--- config.mk ---
export PLATFORM = sky130hd
export DESIGN_NAME = drop_oldest_packet_queue
export DESIGN_NICKNAME = d
export VERILOG_FILES = /design/src/rtl/core/dopq_pkg.sv /design/src/rtl/core/drop_oldest_packet_queue.sv /design/src/rtl/core/dopq_store.sv /design/src/rtl/core/dopq_engine.sv
export SDC_FILE = /design/constraint.sdc
export NUM_CORES = 2
export LEC_CHECK = 0
export BUFFER_PORTS_ARGS = -buffer_cell sky130_fd_sc_hd__buf_2
export CORE_MARGIN = 5
export CORE_UTILIZATION = 60
export DETAILED_ROUTE_END_ITERATION = 6
export PLACE_DENSITY = 0.81
export SYNTH_ARGS = -nofsm -noshare
export SYNTH_HDL_FRONTEND = slang
export SYNTH_SLANG_ARGS = --single-unit
--- constraint.sdc ---
create_clock -name clock -period 21.5 [get_ports clock]
set_clock_uncertainty 0.05 [all_clocks]
set_input_delay 6.45 -clock clock [delete_from_list [all_inputs] [get_ports clock]]
set_output_delay 6.45 -clock clock [all_outputs]
set_load 0.02 [all_outputs]
--- src/rtl/core/dopq_pkg.sv ---
`timescale 1ns / 1ps

package dopq_pkg;

   // command codes
   localparam logic [1:0] CMD_PUSH  = 2'd0;
   localparam logic [1:0] CMD_DRAIN = 2'd1;
   localparam logic [1:0] CMD_CLEAR = 2'd2;
   localparam logic [1:0] CMD_STATS = 2'd3;

   // register indexes
   localparam logic REG_MAX_ENTRIES = 1'b0;
   localparam logic REG_MAX_BYTES   = 1'b1;

   localparam int unsigned CMD_W     = 2;
   localparam int unsigned LEN_W     = 16;
   localparam int unsigned TAG_W     = 32;
   localparam int unsigned OCC_W     = 7;
   localparam int unsigned BYTES_W   = 22;
   localparam int unsigned CNT_W     = 32;
   localparam int unsigned MAXB_W    = 24;
   localparam int unsigned CSR_W     = 24;

   localparam logic [LEN_W-1:0]  MAX_LENGTH        = 16'd65535;
   localparam logic [OCC_W-1:0]  MAX_ENTRIES_RESET = 7'd64;
   localparam logic [MAXB_W-1:0] MAX_BYTES_RESET   = 24'hFFFFFF;

   typedef enum logic [1:0] {
      S_IDLE,
      S_CHECK,
      S_DRAIN
   } state_type;

   typedef struct packed {
      logic strobe;
      logic has_entry;
      logic last;
      logic kept_all;
   } rsp_flags_type;

   function automatic logic [LEN_W-1:0] sat_length(input logic [LEN_W-1:0] len);
      sat_length = (len > MAX_LENGTH) ? MAX_LENGTH : len;
   endfunction

endpackage

--- src/rtl/core/drop_oldest_packet_queue.sv ---
`timescale 1ns / 1ps

// Drop-oldest packet descriptor queue.
// Command channel: pulse start with req_command (push, drain, clear, reset
// statistics) and, for a push, req_packet_length and req_packet_tag. A beat
// is taken at a clock edge with start high and busy low; busy stays high
// while a push or a drain is being worked.
// Result channel: rsp_strobe marks each result beat for one cycle; the
// receiver cannot stall it. Every beat carries occupancy, byte total and the
// statistics as they stand after the command.
// Timing: clear, reset-statistics and an empty drain give their beat the
// cycle after acceptance and never raise busy. A push works one
// compare/subtract step per displaced head entry on the shared datapath,
// then the append. A drain of N entries streams one beat per cycle, each
// entry coming from the registered read port of the descriptor memory.
// Config: csr_write writes max_entries (index 0) or max_bytes (index 1);
// only write while idle.
// Reset: queue empty, statistics zero, limits at 64 entries and 16777215
// bytes; memory contents are not cleared, so no clearing pass is needed.
module drop_oldest_packet_queue #(
   parameter int unsigned DEPTH = 64
) (
   input  logic                          clock,
   input  logic                          reset,
   input  logic                          start,
   output logic                          busy,
   input  logic [1:0]                    req_command,
   input  logic [15:0]                   req_packet_length,
   input  logic [31:0]                   req_packet_tag,
   output logic                          rsp_strobe,
   output logic                          rsp_has_entry,
   output logic [31:0]                   rsp_entry_tag,
   output logic [15:0]                   rsp_entry_length,
   output logic                          rsp_last,
   output logic                          rsp_kept_all,
   output logic [6:0]                    rsp_occupancy,
   output logic [21:0]                   rsp_byte_total,
   output logic [31:0]                   rsp_pushed_count,
   output logic [31:0]                   rsp_dropped_count,
   output logic [31:0]                   rsp_drained_count,
   output logic [6:0]                    rsp_peak_occupancy,
   input  logic                          csr_write,
   input  logic                          csr_index,
   input  logic [23:0]                   csr_data
);

   localparam int unsigned AW = $clog2(DEPTH);
   localparam int unsigned CW = $clog2(DEPTH + 1);

   // limit registers
   logic [dopq_pkg::OCC_W-1:0]  max_entries_ff, max_entries_in;
   logic [dopq_pkg::MAXB_W-1:0] max_bytes_ff, max_bytes_in;

   // engine <-> memory
   logic                         wr_en;
   logic [AW-1:0]                wr_addr, rd_addr;
   logic [dopq_pkg::TAG_W-1:0]   wr_tag, rd_tag;
   logic [dopq_pkg::LEN_W-1:0]   wr_len, rd_len;

   // result state
   dopq_pkg::rsp_flags_type      rsp_flags;
   logic [CW-1:0]                count, peak;
   logic [dopq_pkg::BYTES_W-1:0] bytes_held;
   logic [dopq_pkg::CNT_W-1:0]   pushes, drops, drains;

   always_comb begin
      max_entries_in = max_entries_ff;
      max_bytes_in   = max_bytes_ff;
      if (csr_write) begin
         case (csr_index)
            dopq_pkg::REG_MAX_ENTRIES: max_entries_in = csr_data[dopq_pkg::OCC_W-1:0];
            dopq_pkg::REG_MAX_BYTES:   max_bytes_in   = csr_data;
            default: begin
               max_entries_in = max_entries_ff;
            end
         endcase
      end
   end

   always_ff @(posedge clock) begin
      if (reset) begin
         max_entries_ff <= dopq_pkg::MAX_ENTRIES_RESET;
         max_bytes_ff   <= dopq_pkg::MAX_BYTES_RESET;
      end else begin
         max_entries_ff <= max_entries_in;
         max_bytes_ff   <= max_bytes_in;
      end
   end

   dopq_store #(
      .DEPTH (DEPTH),
      .AW    (AW)
   ) u_store (
      .clock     (clock),
      .wr_en     (wr_en),
      .wr_addr   (wr_addr),
      .wr_tag    (wr_tag),
      .wr_len    (wr_len),
      .rd_addr   (rd_addr),
      .rd_tag_ff (rd_tag),
      .rd_len_ff (rd_len)
   );

   dopq_engine #(
      .DEPTH (DEPTH),
      .AW    (AW),
      .CW    (CW)
   ) u_engine (
      .clock             (clock),
      .reset             (reset),
      .start             (start),
      .busy              (busy),
      .req_command       (req_command),
      .req_packet_length (req_packet_length),
      .req_packet_tag    (req_packet_tag),
      .max_entries       (max_entries_ff),
      .max_bytes         (max_bytes_ff),
      .wr_en             (wr_en),
      .wr_addr           (wr_addr),
      .wr_tag            (wr_tag),
      .wr_len            (wr_len),
      .rd_addr           (rd_addr),
      .rd_len            (rd_len),
      .rsp_ff            (rsp_flags),
      .count_ff          (count),
      .bytes_ff          (bytes_held),
      .pushes_ff         (pushes),
      .drops_ff          (drops),
      .drains_ff         (drains),
      .peak_ff           (peak)
   );

   // drained beats take the entry straight from the read register
   assign rsp_strobe         = rsp_flags.strobe;
   assign rsp_has_entry      = rsp_flags.has_entry;
   assign rsp_last           = rsp_flags.last;
   assign rsp_kept_all       = rsp_flags.kept_all;
   assign rsp_entry_tag      = rsp_flags.has_entry ? rd_tag : '0;
   assign rsp_entry_length   = rsp_flags.has_entry ? rd_len : '0;
   assign rsp_occupancy      = dopq_pkg::OCC_W'(count);
   assign rsp_byte_total     = bytes_held;
   assign rsp_pushed_count   = pushes;
   assign rsp_dropped_count  = drops;
   assign rsp_drained_count  = drains;
   assign rsp_peak_occupancy = dopq_pkg::OCC_W'(peak);

endmodule

--- src/rtl/core/dopq_store.sv ---
`timescale 1ns / 1ps

// descriptor memory: one write, one registered read per cycle
module dopq_store #(
   parameter int unsigned DEPTH = 64,
   parameter int unsigned AW    = 6
) (
   input  logic                          clock,
   input  logic                          wr_en,
   input  logic [AW-1:0]                 wr_addr,
   input  logic [dopq_pkg::TAG_W-1:0]    wr_tag,
   input  logic [dopq_pkg::LEN_W-1:0]    wr_len,
   input  logic [AW-1:0]                 rd_addr,
   output logic [dopq_pkg::TAG_W-1:0]    rd_tag_ff,
   output logic [dopq_pkg::LEN_W-1:0]    rd_len_ff
);

   logic [dopq_pkg::TAG_W-1:0] tag_mem [DEPTH];
   logic [dopq_pkg::LEN_W-1:0] len_mem [DEPTH];

   always_ff @(posedge clock) begin
      if (wr_en) begin
         tag_mem[wr_addr] <= wr_tag;
         len_mem[wr_addr] <= wr_len;
      end
   end

   always_ff @(posedge clock) begin
      rd_tag_ff <= tag_mem[rd_addr];
      rd_len_ff <= len_mem[rd_addr];
   end

endmodule

--- src/rtl/core/dopq_engine.sv ---
`timescale 1ns / 1ps

// sequencer plus the shared add/compare datapath for drops, appends and drains
module dopq_engine #(
   parameter int unsigned DEPTH = 64,
   parameter int unsigned AW    = 6,
   parameter int unsigned CW    = 7
) (
   input  logic                            clock,
   input  logic                            reset,
   input  logic                            start,
   output logic                            busy,
   input  logic [dopq_pkg::CMD_W-1:0]      req_command,
   input  logic [dopq_pkg::LEN_W-1:0]      req_packet_length,
   input  logic [dopq_pkg::TAG_W-1:0]      req_packet_tag,
   input  logic [dopq_pkg::OCC_W-1:0]      max_entries,
   input  logic [dopq_pkg::MAXB_W-1:0]     max_bytes,
   // memory side
   output logic                            wr_en,
   output logic [AW-1:0]                   wr_addr,
   output logic [dopq_pkg::TAG_W-1:0]      wr_tag,
   output logic [dopq_pkg::LEN_W-1:0]      wr_len,
   output logic [AW-1:0]                   rd_addr,
   input  logic [dopq_pkg::LEN_W-1:0]      rd_len,
   // result side
   output dopq_pkg::rsp_flags_type         rsp_ff,
   output logic [CW-1:0]                   count_ff,
   output logic [dopq_pkg::BYTES_W-1:0]    bytes_ff,
   output logic [dopq_pkg::CNT_W-1:0]      pushes_ff,
   output logic [dopq_pkg::CNT_W-1:0]      drops_ff,
   output logic [dopq_pkg::CNT_W-1:0]      drains_ff,
   output logic [CW-1:0]                   peak_ff
);

   dopq_pkg::state_type state_ff, state_in;
   dopq_pkg::rsp_flags_type rsp_in;

   logic [AW-1:0]                  head_ff, head_in;
   logic [AW-1:0]                  ptr_ff, ptr_in;
   logic [CW-1:0]                  left_ff, left_in;
   logic [CW-1:0]                  count_in, peak_in;
   logic [dopq_pkg::BYTES_W-1:0]   bytes_in;
   logic [dopq_pkg::CNT_W-1:0]     pushes_in, drops_in, drains_in;
   logic [dopq_pkg::LEN_W-1:0]     len_ff, len_in;
   logic [dopq_pkg::TAG_W-1:0]     tag_ff, tag_in;
   logic                           kept_ff, kept_in;

   logic [AW-1:0]   head_inc, ptr_inc, slot;
   logic [AW:0]     slot_sum;
   logic [CW-1:0]   count_inc;
   logic [7:0]      count_plus;
   logic [24:0]     bytes_sum;
   logic            over_entries, over_bytes, drop_needed;

   assign busy = (state_ff != dopq_pkg::S_IDLE);

   // shared compare unit: one decision per cycle
   assign count_plus   = 8'(count_ff) + 8'd1;
   assign over_entries = (count_plus > {1'b0, max_entries}) || (count_plus > 8'(DEPTH));
   assign bytes_sum    = 25'(bytes_ff) + 25'(len_ff);
   assign over_bytes   = bytes_sum > 25'(max_bytes);
   assign drop_needed  = (count_ff != '0) && (over_entries || over_bytes);
   assign count_inc    = count_ff + CW'(1);

   assign head_inc = (head_ff == AW'(DEPTH - 1)) ? '0 : head_ff + AW'(1);
   assign ptr_inc  = (ptr_ff == AW'(DEPTH - 1)) ? '0 : ptr_ff + AW'(1);
   assign slot_sum = (AW+1)'(head_ff) + (AW+1)'(count_ff);
   assign slot     = (slot_sum >= (AW+1)'(DEPTH)) ? AW'(slot_sum - (AW+1)'(DEPTH))
                                                  : slot_sum[AW-1:0];

   // next state
   always_comb begin
      state_in = state_ff;
      case (state_ff)
         dopq_pkg::S_IDLE: begin
            if (start) begin
               if (req_command == dopq_pkg::CMD_PUSH) begin
                  state_in = dopq_pkg::S_CHECK;
               end else if (req_command == dopq_pkg::CMD_DRAIN && count_ff != '0) begin
                  state_in = dopq_pkg::S_DRAIN;
               end
            end
         end
         dopq_pkg::S_CHECK: begin
            if (!drop_needed) begin
               state_in = dopq_pkg::S_IDLE;
            end
         end
         dopq_pkg::S_DRAIN: begin
            if (left_ff == CW'(1)) begin
               state_in = dopq_pkg::S_IDLE;
            end
         end
         default: state_in = dopq_pkg::S_IDLE;
      endcase
   end

   // datapath and outputs
   always_comb begin
      head_in   = head_ff;
      ptr_in    = ptr_ff;
      left_in   = left_ff;
      count_in  = count_ff;
      bytes_in  = bytes_ff;
      pushes_in = pushes_ff;
      drops_in  = drops_ff;
      drains_in = drains_ff;
      peak_in   = peak_ff;
      len_in    = len_ff;
      tag_in    = tag_ff;
      kept_in   = kept_ff;
      rsp_in    = '0;
      rd_addr   = head_ff;
      wr_en     = 1'b0;
      wr_addr   = slot;
      wr_tag    = tag_ff;
      wr_len    = len_ff;
      case (state_ff)
         dopq_pkg::S_IDLE: begin
            if (start) begin
               case (req_command)
                  dopq_pkg::CMD_PUSH: begin
                     len_in  = dopq_pkg::sat_length(req_packet_length);
                     tag_in  = req_packet_tag;
                     kept_in = 1'b1;
                  end
                  dopq_pkg::CMD_DRAIN: begin
                     ptr_in    = head_ff;
                     left_in   = count_ff;
                     count_in  = '0;
                     bytes_in  = '0;
                     head_in   = '0;
                     drains_in = drains_ff + dopq_pkg::CNT_W'(count_ff);
                     if (count_ff == '0) begin
                        rsp_in.strobe = 1'b1;
                        rsp_in.last   = 1'b1;
                     end
                  end
                  dopq_pkg::CMD_CLEAR: begin
                     count_in      = '0;
                     bytes_in      = '0;
                     head_in       = '0;
                     rsp_in.strobe = 1'b1;
                     rsp_in.last   = 1'b1;
                  end
                  default: begin
                     pushes_in     = '0;
                     drops_in      = '0;
                     drains_in     = '0;
                     peak_in       = '0;
                     rsp_in.strobe = 1'b1;
                     rsp_in.last   = 1'b1;
                  end
               endcase
            end
         end
         dopq_pkg::S_CHECK: begin
            if (drop_needed) begin
               // retire the head; prefetch the next head's length
               bytes_in = bytes_ff - dopq_pkg::BYTES_W'(rd_len);
               head_in  = head_inc;
               rd_addr  = head_inc;
               count_in = count_ff - CW'(1);
               drops_in = drops_ff + dopq_pkg::CNT_W'(1);
               kept_in  = 1'b0;
            end else begin
               wr_en     = 1'b1;
               count_in  = count_inc;
               bytes_in  = bytes_ff + dopq_pkg::BYTES_W'(len_ff);
               pushes_in = pushes_ff + dopq_pkg::CNT_W'(1);
               if (count_inc > peak_ff) begin
                  peak_in = count_inc;
               end
               rsp_in.strobe   = 1'b1;
               rsp_in.last     = 1'b1;
               rsp_in.kept_all = kept_ff;
            end
         end
         dopq_pkg::S_DRAIN: begin
            rd_addr          = ptr_ff;
            ptr_in           = ptr_inc;
            left_in          = left_ff - CW'(1);
            rsp_in.strobe    = 1'b1;
            rsp_in.has_entry = 1'b1;
            rsp_in.last      = (left_ff == CW'(1));
         end
         default: begin
            rsp_in = '0;
         end
      endcase
   end

   always_ff @(posedge clock) begin
      if (reset) begin
         state_ff  <= dopq_pkg::S_IDLE;
         rsp_ff    <= '0;
         head_ff   <= '0;
         count_ff  <= '0;
         bytes_ff  <= '0;
         pushes_ff <= '0;
         drops_ff  <= '0;
         drains_ff <= '0;
         peak_ff   <= '0;
         ptr_ff    <= '0;
         left_ff   <= '0;
      end else begin
         state_ff  <= state_in;
         rsp_ff    <= rsp_in;
         head_ff   <= head_in;
         count_ff  <= count_in;
         bytes_ff  <= bytes_in;
         pushes_ff <= pushes_in;
         drops_ff  <= drops_in;
         drains_ff <= drains_in;
         peak_ff   <= peak_in;
         ptr_ff    <= ptr_in;
         left_ff   <= left_in;
      end
   end

   always_ff @(posedge clock) begin
      len_ff  <= len_in;
      tag_ff  <= tag_in;
      kept_ff <= kept_in;
   end

   a_drain_left: assert property (@(posedge clock) disable iff (reset)
      state_ff == dopq_pkg::S_DRAIN |-> left_ff != '0)
      else $error("drain walk with nothing left");

   a_occ_bound: assert property (@(posedge clock) disable iff (reset)
      count_ff <= CW'(DEPTH))
      else $error("occupancy above depth");

   a_push_occ: assert property (@(posedge clock) disable iff (reset)
      rsp_ff.strobe && $past(state_ff == dopq_pkg::S_CHECK) |-> count_ff != '0)
      else $error("push beat with empty queue");

   a_drain_empty: assert property (@(posedge clock) disable iff (reset)
      rsp_ff.strobe && rsp_ff.has_entry |-> count_ff == '0 && bytes_ff == '0)
      else $error("drained entry while queue not emptied");

   a_check_exit: assert property (@(posedge clock) disable iff (reset)
      state_ff == dopq_pkg::S_CHECK && count_ff == '0 |=> state_ff == dopq_pkg::S_IDLE)
      else $error("drop on empty queue");

endmodule

**Yosys cells after proc, flatten, opt, wreduce, memory -nomap -nowiden**

Memories as Yosys holds them, arrays and structs flattened. A register that Yosys moved wholly into a read port is not among the register bits.
Cells that the tools add are included.

- Output and inout bits: 185
- Input bits: 79
- Register bits: 237
- Logic and storage cells: 144
- Memories kept: 2
- Memory bits (writable): 3072

Memory list:

| memory | words | bits a word | read ports | clocked after memory_dff | write ports | line | RTL |
|---|---|---|---|---|---|---|---|
| u_store.tag_mem | 64 | 32 | 1 | 1 | 1 | dopq_store.sv:18 | `logic [dopq_pkg::TAG_W-1:0] tag_mem [DEPTH];` |
| u_store.len_mem | 64 | 16 | 1 | 1 | 1 | dopq_store.sv:19 | `logic [dopq_pkg::LEN_W-1:0] len_mem [DEPTH];` |

- Bitwise logic cells: 3
- Reductions and logical operators: 26
- Mux-type cells: 57
- Order comparisons: 6
- Add/subtract/negate cells: 14
- Eq/ne operators: 17

Operators by type and width:

| operator | number |
|---|---|
| case mux 32 bit (2 select lines) | 3 |
| 2-to-1 mux 32 bit | 5 |
| 2-to-1 mux 22 bit | 3 |
| adder 32 x 1 -> 32 bit, second input constant | 2 |
| 2-to-1 mux 7 bit | 9 |
| 2-to-1 mux 6 bit | 8 |
| case mux 22 bit (2 select lines) | 1 |
| case mux 7 bit (2 select lines) | 3 |
| case mux 6 bit (2 select lines) | 3 |
| adder 32 x 7 -> 32 bit | 1 |
| greater-than comparator 25 x 24 -> 1 bit | 1 |
| adder 22 x 16 -> 23 bit | 1 |
| adder 22 x 16 -> 22 bit | 1 |
| subtractor 22 x 16 -> 22 bit | 1 |
| greater-than comparator 16 bit, second input constant | 1 |
| 2-to-1 mux 16 bit | 1 |
| AND reduction 4 bit | 4 |
| subtractor 7 x 1 -> 7 bit, second input constant | 2 |
| adder 6 x 1 -> 6 bit, second input constant | 2 |
| == test 6 bit, second input constant | 2 |
| 2-to-1 mux 2 bit | 6 |
| AND reduction 3 bit | 4 |
| 2-to-1 mux 1 bit | 10 |
| inequality test 2 x 1 -> 1 bit, second input constant | 5 |
| other kinds (27) | 44 |

**Longest topological paths before layout**

- Depth after elaboration: 9
- Gate-level depth with buffers: 39
- Depth with buffers taken out: 37

**Modules after synthesis**

From an unflattened synthesis, not the netlist that was laid out.

- Cells, all modules: 6744
- Area total of the unflattened synthesis: 132081.7 um^2

By module, submodules not included:

| module | sequential area each (um^2) | instances | area each (um^2) | cells an instance |
|---|---|---|---|---|
| dopq_store | 93209.4 | 1 | 117645.3 | 5104 |
| dopq_engine | 4614.4 | 1 | 12909.9 | 1473 |
| drop_oldest_packet_queue | 620.6 | 1 | 1526.5 | 167 |

**Worst setup path after synthesis**

OpenSTA, ideal clock, no wires.

- Kind: register to register
- From: register u_engine.len_ff, in the netlist u_engine.wr_len[0]
- To: register u_engine.bytes_ff[21] in the netlist's numbering
- Buffers on the path: 2
- Setup time: 0.074 ns
- Slack: 12.866 ns
- Arrival time: 8.509 ns
- Stages on the path, launching flop included: 38
- Path through: edfxtp_1 ha_1 inv_1 fa_1 nor2b_1 o21ai_0 a21boi_0 o21ai_0 a21boi_0 o21ai_0 a21oi_1 o311ai_0 a31oi_1 o211ai_1 xnor2_1 ha_1 a211oi_1 o21bai_1 [2 not listed] o211ai_1 nand2_1 clkbuf_1 clkbuf_1 nor2_1 a21oi_1 ha_1 o21a_1 o31ai_1 a211oi_1 o31ai_1 a21oi_1 o211ai_1 o22ai_1 o41ai_1 mux2i_1 or4_1 a31oi_1

- Longest elaborated chain between the ends: 6
- Elaborated cells between the ends (all ways): 7
- Classes of those cells: add/sub (2); order compare (1); mux (2); reduce/logical (2)

RTL lines:

| element | line | RTL |
|---|---|---|
| from (decl) | dopq_engine.sv:44 | `logic [dopq_pkg::LEN_W-1:0] len_ff, len_in;` |
| from (signal assigned) | dopq_engine.sv:222 | `len_ff <= len_in;` |
| adder 22 x 16 -> 23 bit | dopq_engine.sv:60 | `assign bytes_sum = 25'(bytes_ff) + 25'(len_ff);` |
| greater-than comparator 25 x 24 -> 1 bit | dopq_engine.sv:61 | `assign over_bytes = bytes_sum > 25'(max_bytes);` |
| logical OR 1 bit | dopq_engine.sv:62 | `assign drop_needed = (count_ff != '0) && (over_entries \|\| over_bytes);` |
| logical AND 1 bit | dopq_engine.sv:62 |  |
| 2-to-1 mux 22 bit * | dopq_engine.sv:158 | `if (drop_needed) begin` |
| case mux 22 bit (2 select lines) * | dopq_engine.sv:118 | `case (state_ff)` |
| to (signal assigned) | dopq_engine.sv:211 | `bytes_ff <= bytes_in;` |
| to (decl) | dopq_engine.sv:28 | `output logic [dopq_pkg::BYTES_W-1:0] bytes_ff,` |

Mark *: on every way between the ends. The rest lies on a longest branch, timed or not.
A chain may end at the register's enable or synchronous reset.

**Worst setup path after layout**

- From: register u_engine.len_ff, in the netlist u_engine.wr_len[0]
- To: register u_store.rd_tag_ff[9] in the netlist's numbering, read port of u_store.tag_mem

- Longest elaborated chain between the ends: 6

RTL lines:

| element | line | RTL |
|---|---|---|
| adder 22 x 16 -> 23 bit | dopq_engine.sv:60 |  |
| greater-than comparator 25 x 24 -> 1 bit | dopq_engine.sv:61 |  |
| logical OR 1 bit | dopq_engine.sv:62 |  |
| logical AND 1 bit | dopq_engine.sv:62 |  |
| 2-to-1 mux 6 bit | - |  |
| case mux 6 bit (2 select lines) | dopq_engine.sv:118 |  |
| to (decl) | dopq_store.sv:14 | `output logic [dopq_pkg::TAG_W-1:0] rd_tag_ff,` |

Every way passes these cells.

==> run summary <==
fillers -> 12300
post-cts resize count -> 0
vias per cell -> 7.47
placed instance area -> 135000 um^2
DR WL/cell -> 40.5 um
outcome -> completed
Crit path required time -> 22.27 ns
Die Height -> 475 um
CTS Buf Count -> 337
CP endpoint kind -> flop
minimum clock period -> 12.03 ns
Worst EP arrival -> 12.80 ns
worst slew pin tran -> 1.35 ns
crit-path max FO -> 102
largest net degree at the start of global routing -> 136
crit path max-delay cell type -> buf_4
IO Count -> 264
gr usage total -> 35.6%
Worst VDD drop -> 107 uV
Final HPWL DP -> 189000 um
RSZ-0062 raised after global routing -> false
Starting DRT DRC Count -> 13300
drt first pass iters -> 6
fmax -> 83.1 MHz
worst hold path class -> flop to flop
CP bufs+invs -> 7
Placer Congestion -> 0.881
Core ar. -> 215000 um^2
H-tree depth -> 5
sequential share of the synthesized area -> 75.9%
die width -> 475 um
Post-CTS Repair Setup Buffers -> 0
post-synth net total -> 6563
Mean Syn Cell Area -> 20.3 um^2
P&R area growth vs syn -> 12.3%
post-route cell area -> 146000 um^2
Slew headroom -> 9.66%
Yosys reg bits -> 3357
critical path class -> flop to flop
Total Nets Final -> 7033
Root Buffer -> clkbuf_16
fraction of registers with async set or reset after synthesis -> 0%
first-pass GRT wire length -> 558000 um
Tcrit/Tclk final -> 55.9%
clk_lat worst skew -> 0.96 ns
layout cells sized above 1 -> 25.0%
FF+latch area -> 98400 um^2
IO Port Bufs -> 263
number of remaining DRC errors -> 0
Pwr Density -> 90.1 nW/um^2
EDFF count, synth -> 3121
Final Hold Fails -> 0
Leakage -> 47.1 nW
# hold bufs at CTS -> 0
CTS tree -> yes
Vias -> 74300
initial antenna violation count -> 15
Initial Util -> 60.4%
Clock Sink Count -> 3357
Die Area -> 226000 um^2
vias in the first global route -> 73800
synth unique cells -> 77
Synth Flop Type -> edfxtp_1
Multi-input gate area -> 30100 um^2
max incr delay on CP -> 0.97 ns
clock tree buffer depth -> 4
TNS Setup -> 0 ns
Setup violations, final -> 0
max cap viols -> 0
num rows -> 170
synth warn -> 0
Final Max Tran Viols -> 0
mapped cell area -> 130000 um^2
Mapped Cells -> 6377
Antenna Nets Post-Route -> 0
Overflow after GRT -> 0
cell mode on critical path -> buf_4
Startpoint Class -> flop
cell family with the largest share of critical-path delay -> buffers and inverters
final WL -> 402000 um
Reg clk slew, reported paths -> 0.06 ns
## flip-flops by register name, summed over array words and instances, names as in the netlist, 2 cells and up
signal / flops
u_engine.peak_ff: 7
u_engine.rsp_ff: 4
u_engine.left_ff: 7
u_engine.state_ff: 2
u_engine.bytes_ff: 22
u_engine.head_ff: 6
u_engine.drops_ff: 32
u_engine.ptr_ff: 6
u_engine.count_ff: 7
u_engine.drains_ff: 32
u_engine.wr_len: 16
max_bytes_ff: 24
u_store.len_mem: 1024
max_entries_ff: 7
u_store.rd_len_ff: 16
u_engine.pushes_ff: 32
u_engine.wr_tag: 32
u_store.rd_tag_ff: 32
u_store.tag_mem: 2048
## logic make-up after synthesis
kind of cell | share of synthesized area, %
xor+xnor | 1.00
compound gates | 3.88
mux | 13.4
buf+inv | 1.31
flops | 75.9
fa+ha+maj | 1.06
simple gates | 3.40
## layout by cell type, fill, tap and decap left out, types with 76 or more instances in the layout
cell	count
clkbuf_16	343
ha_1	103
nand4_1	76
nand3_1	118
inv_1	82
edfxtp_1	3121
nor2_1	224
nand2_1	140
dfxtp_1	235
xor2_1	86
buf_2	263
mux4_2	760
buf_4	186
a22oi_1	307
a21oi_1	95
## through the flow
stage	setup WS, ns	util, %	total power [mW]	cells	hold slack, ns
2_1_floorplan	12.87	-	7.42	6377	0.391
3_3_place_gp	10.09	63.0	7.50	9346	0.405
3_5_place_dp	9.93	63.0	7.52	9346	0.408
4_1_cts	9.50	67.8	13.1	9929	0.424
5_1_grt	8.59	67.8	13.4	9930	0.442
6_report	9.47	67.8	13.1	9938	0.425
## cell usage after synthesis, types with 5 or more instances
cell       count  share of area [%]
a2111oi_0      7              0.047
a211oi_1      16              0.093
a21o_1        17              0.098
a21oi_1       96               0.37
a221oi_1      45               0.30
a22o_1        50               0.34
a22oi_1      307                1.8
a31oi_1       10              0.048
and2_1        57               0.27
and3_1        32               0.15
and4_1        54               0.36
buf_1         30              0.087
buf_2        111               0.43
buf_4          9              0.052
clkbuf_1     174               0.50
dfxtp_1      236                3.6
edfxtp_1    3121                 72
ha_1         103               0.99
inv_1         82               0.24
mux2i_1       31               0.24
mux4_2       760                 13
nand2_1      141               0.41
nand2b_1      12              0.058
nand3_1      118               0.46
nand4_1       76               0.37
nor2_1       288               0.83
nor2b_1       10              0.048
nor3_1        28               0.11
nor4_1        21               0.10
o211ai_1      14              0.081
o21a_1        10              0.058
o21ai_0       53               0.20
o21bai_1       8              0.046
o31ai_1        5              0.029
or3_1         15              0.072
xnor2_1       62               0.42
xor2_1        86               0.58
## metal layers
layer	track usage (%)	up-vias	part of all wire (%)
met4	23.4	6	8.2
met2	56.5	7969	47
li1	-	27400	-
met1	43.8	37200	30
met5	0	-	0.010
met3	9.30	1656	14
## final cells by class
type	count	area share, %
Sequential cell	3357	67.6
Multi-Input combinational cell	2613	20.7
Clock buffer	423	6.21
Tap cell	2838	2.44
Timing Repair Buffer	455	1.94
Clock inverter	160	0.902
Inverter	83	0.214
Antenna cell	9	0.0155
## power breakdown
group	switching, mW	internal, mW	leakage (nW)	total, mW
clock network	2.52	3.22	5.09	5.74
registers	0.0169	7.12	30.0	7.14
logic	0.184	0.0658	12.0	0.250
## worst reg2reg max path, delay by kind of cell, from the launching register on
kind	cells	cell delay, ns
xor gates and xnor gates	1	0.16
DFF	1	0.32
buffers and inverters	7	4.81
AOI/OAI and AO/OA	17	4.31
and+or+nand+nor	3	0.59
adders and majority gates	3	1.05
muxes	1	0.67
## final timing paths
check                               start                           end  slack [ns]  cells past startpoint
max          u_engine.wr_len[0]$_DFFE_PP_  u_store.rd_tag_ff[9]$_DFF_P_        9.47                     32
min          max_bytes_ff[2]$_SDFFE_PP1P_  max_bytes_ff[2]$_SDFFE_PP1P_        0.42                      2
max reg2reg  u_engine.wr_len[0]$_DFFE_PP_  u_store.rd_tag_ff[9]$_DFF_P_        9.47                     32
min reg2reg  max_bytes_ff[2]$_SDFFE_PP1P_  max_bytes_ff[2]$_SDFFE_PP1P_        0.42                      2
Power figures use the tool's default switching activity.
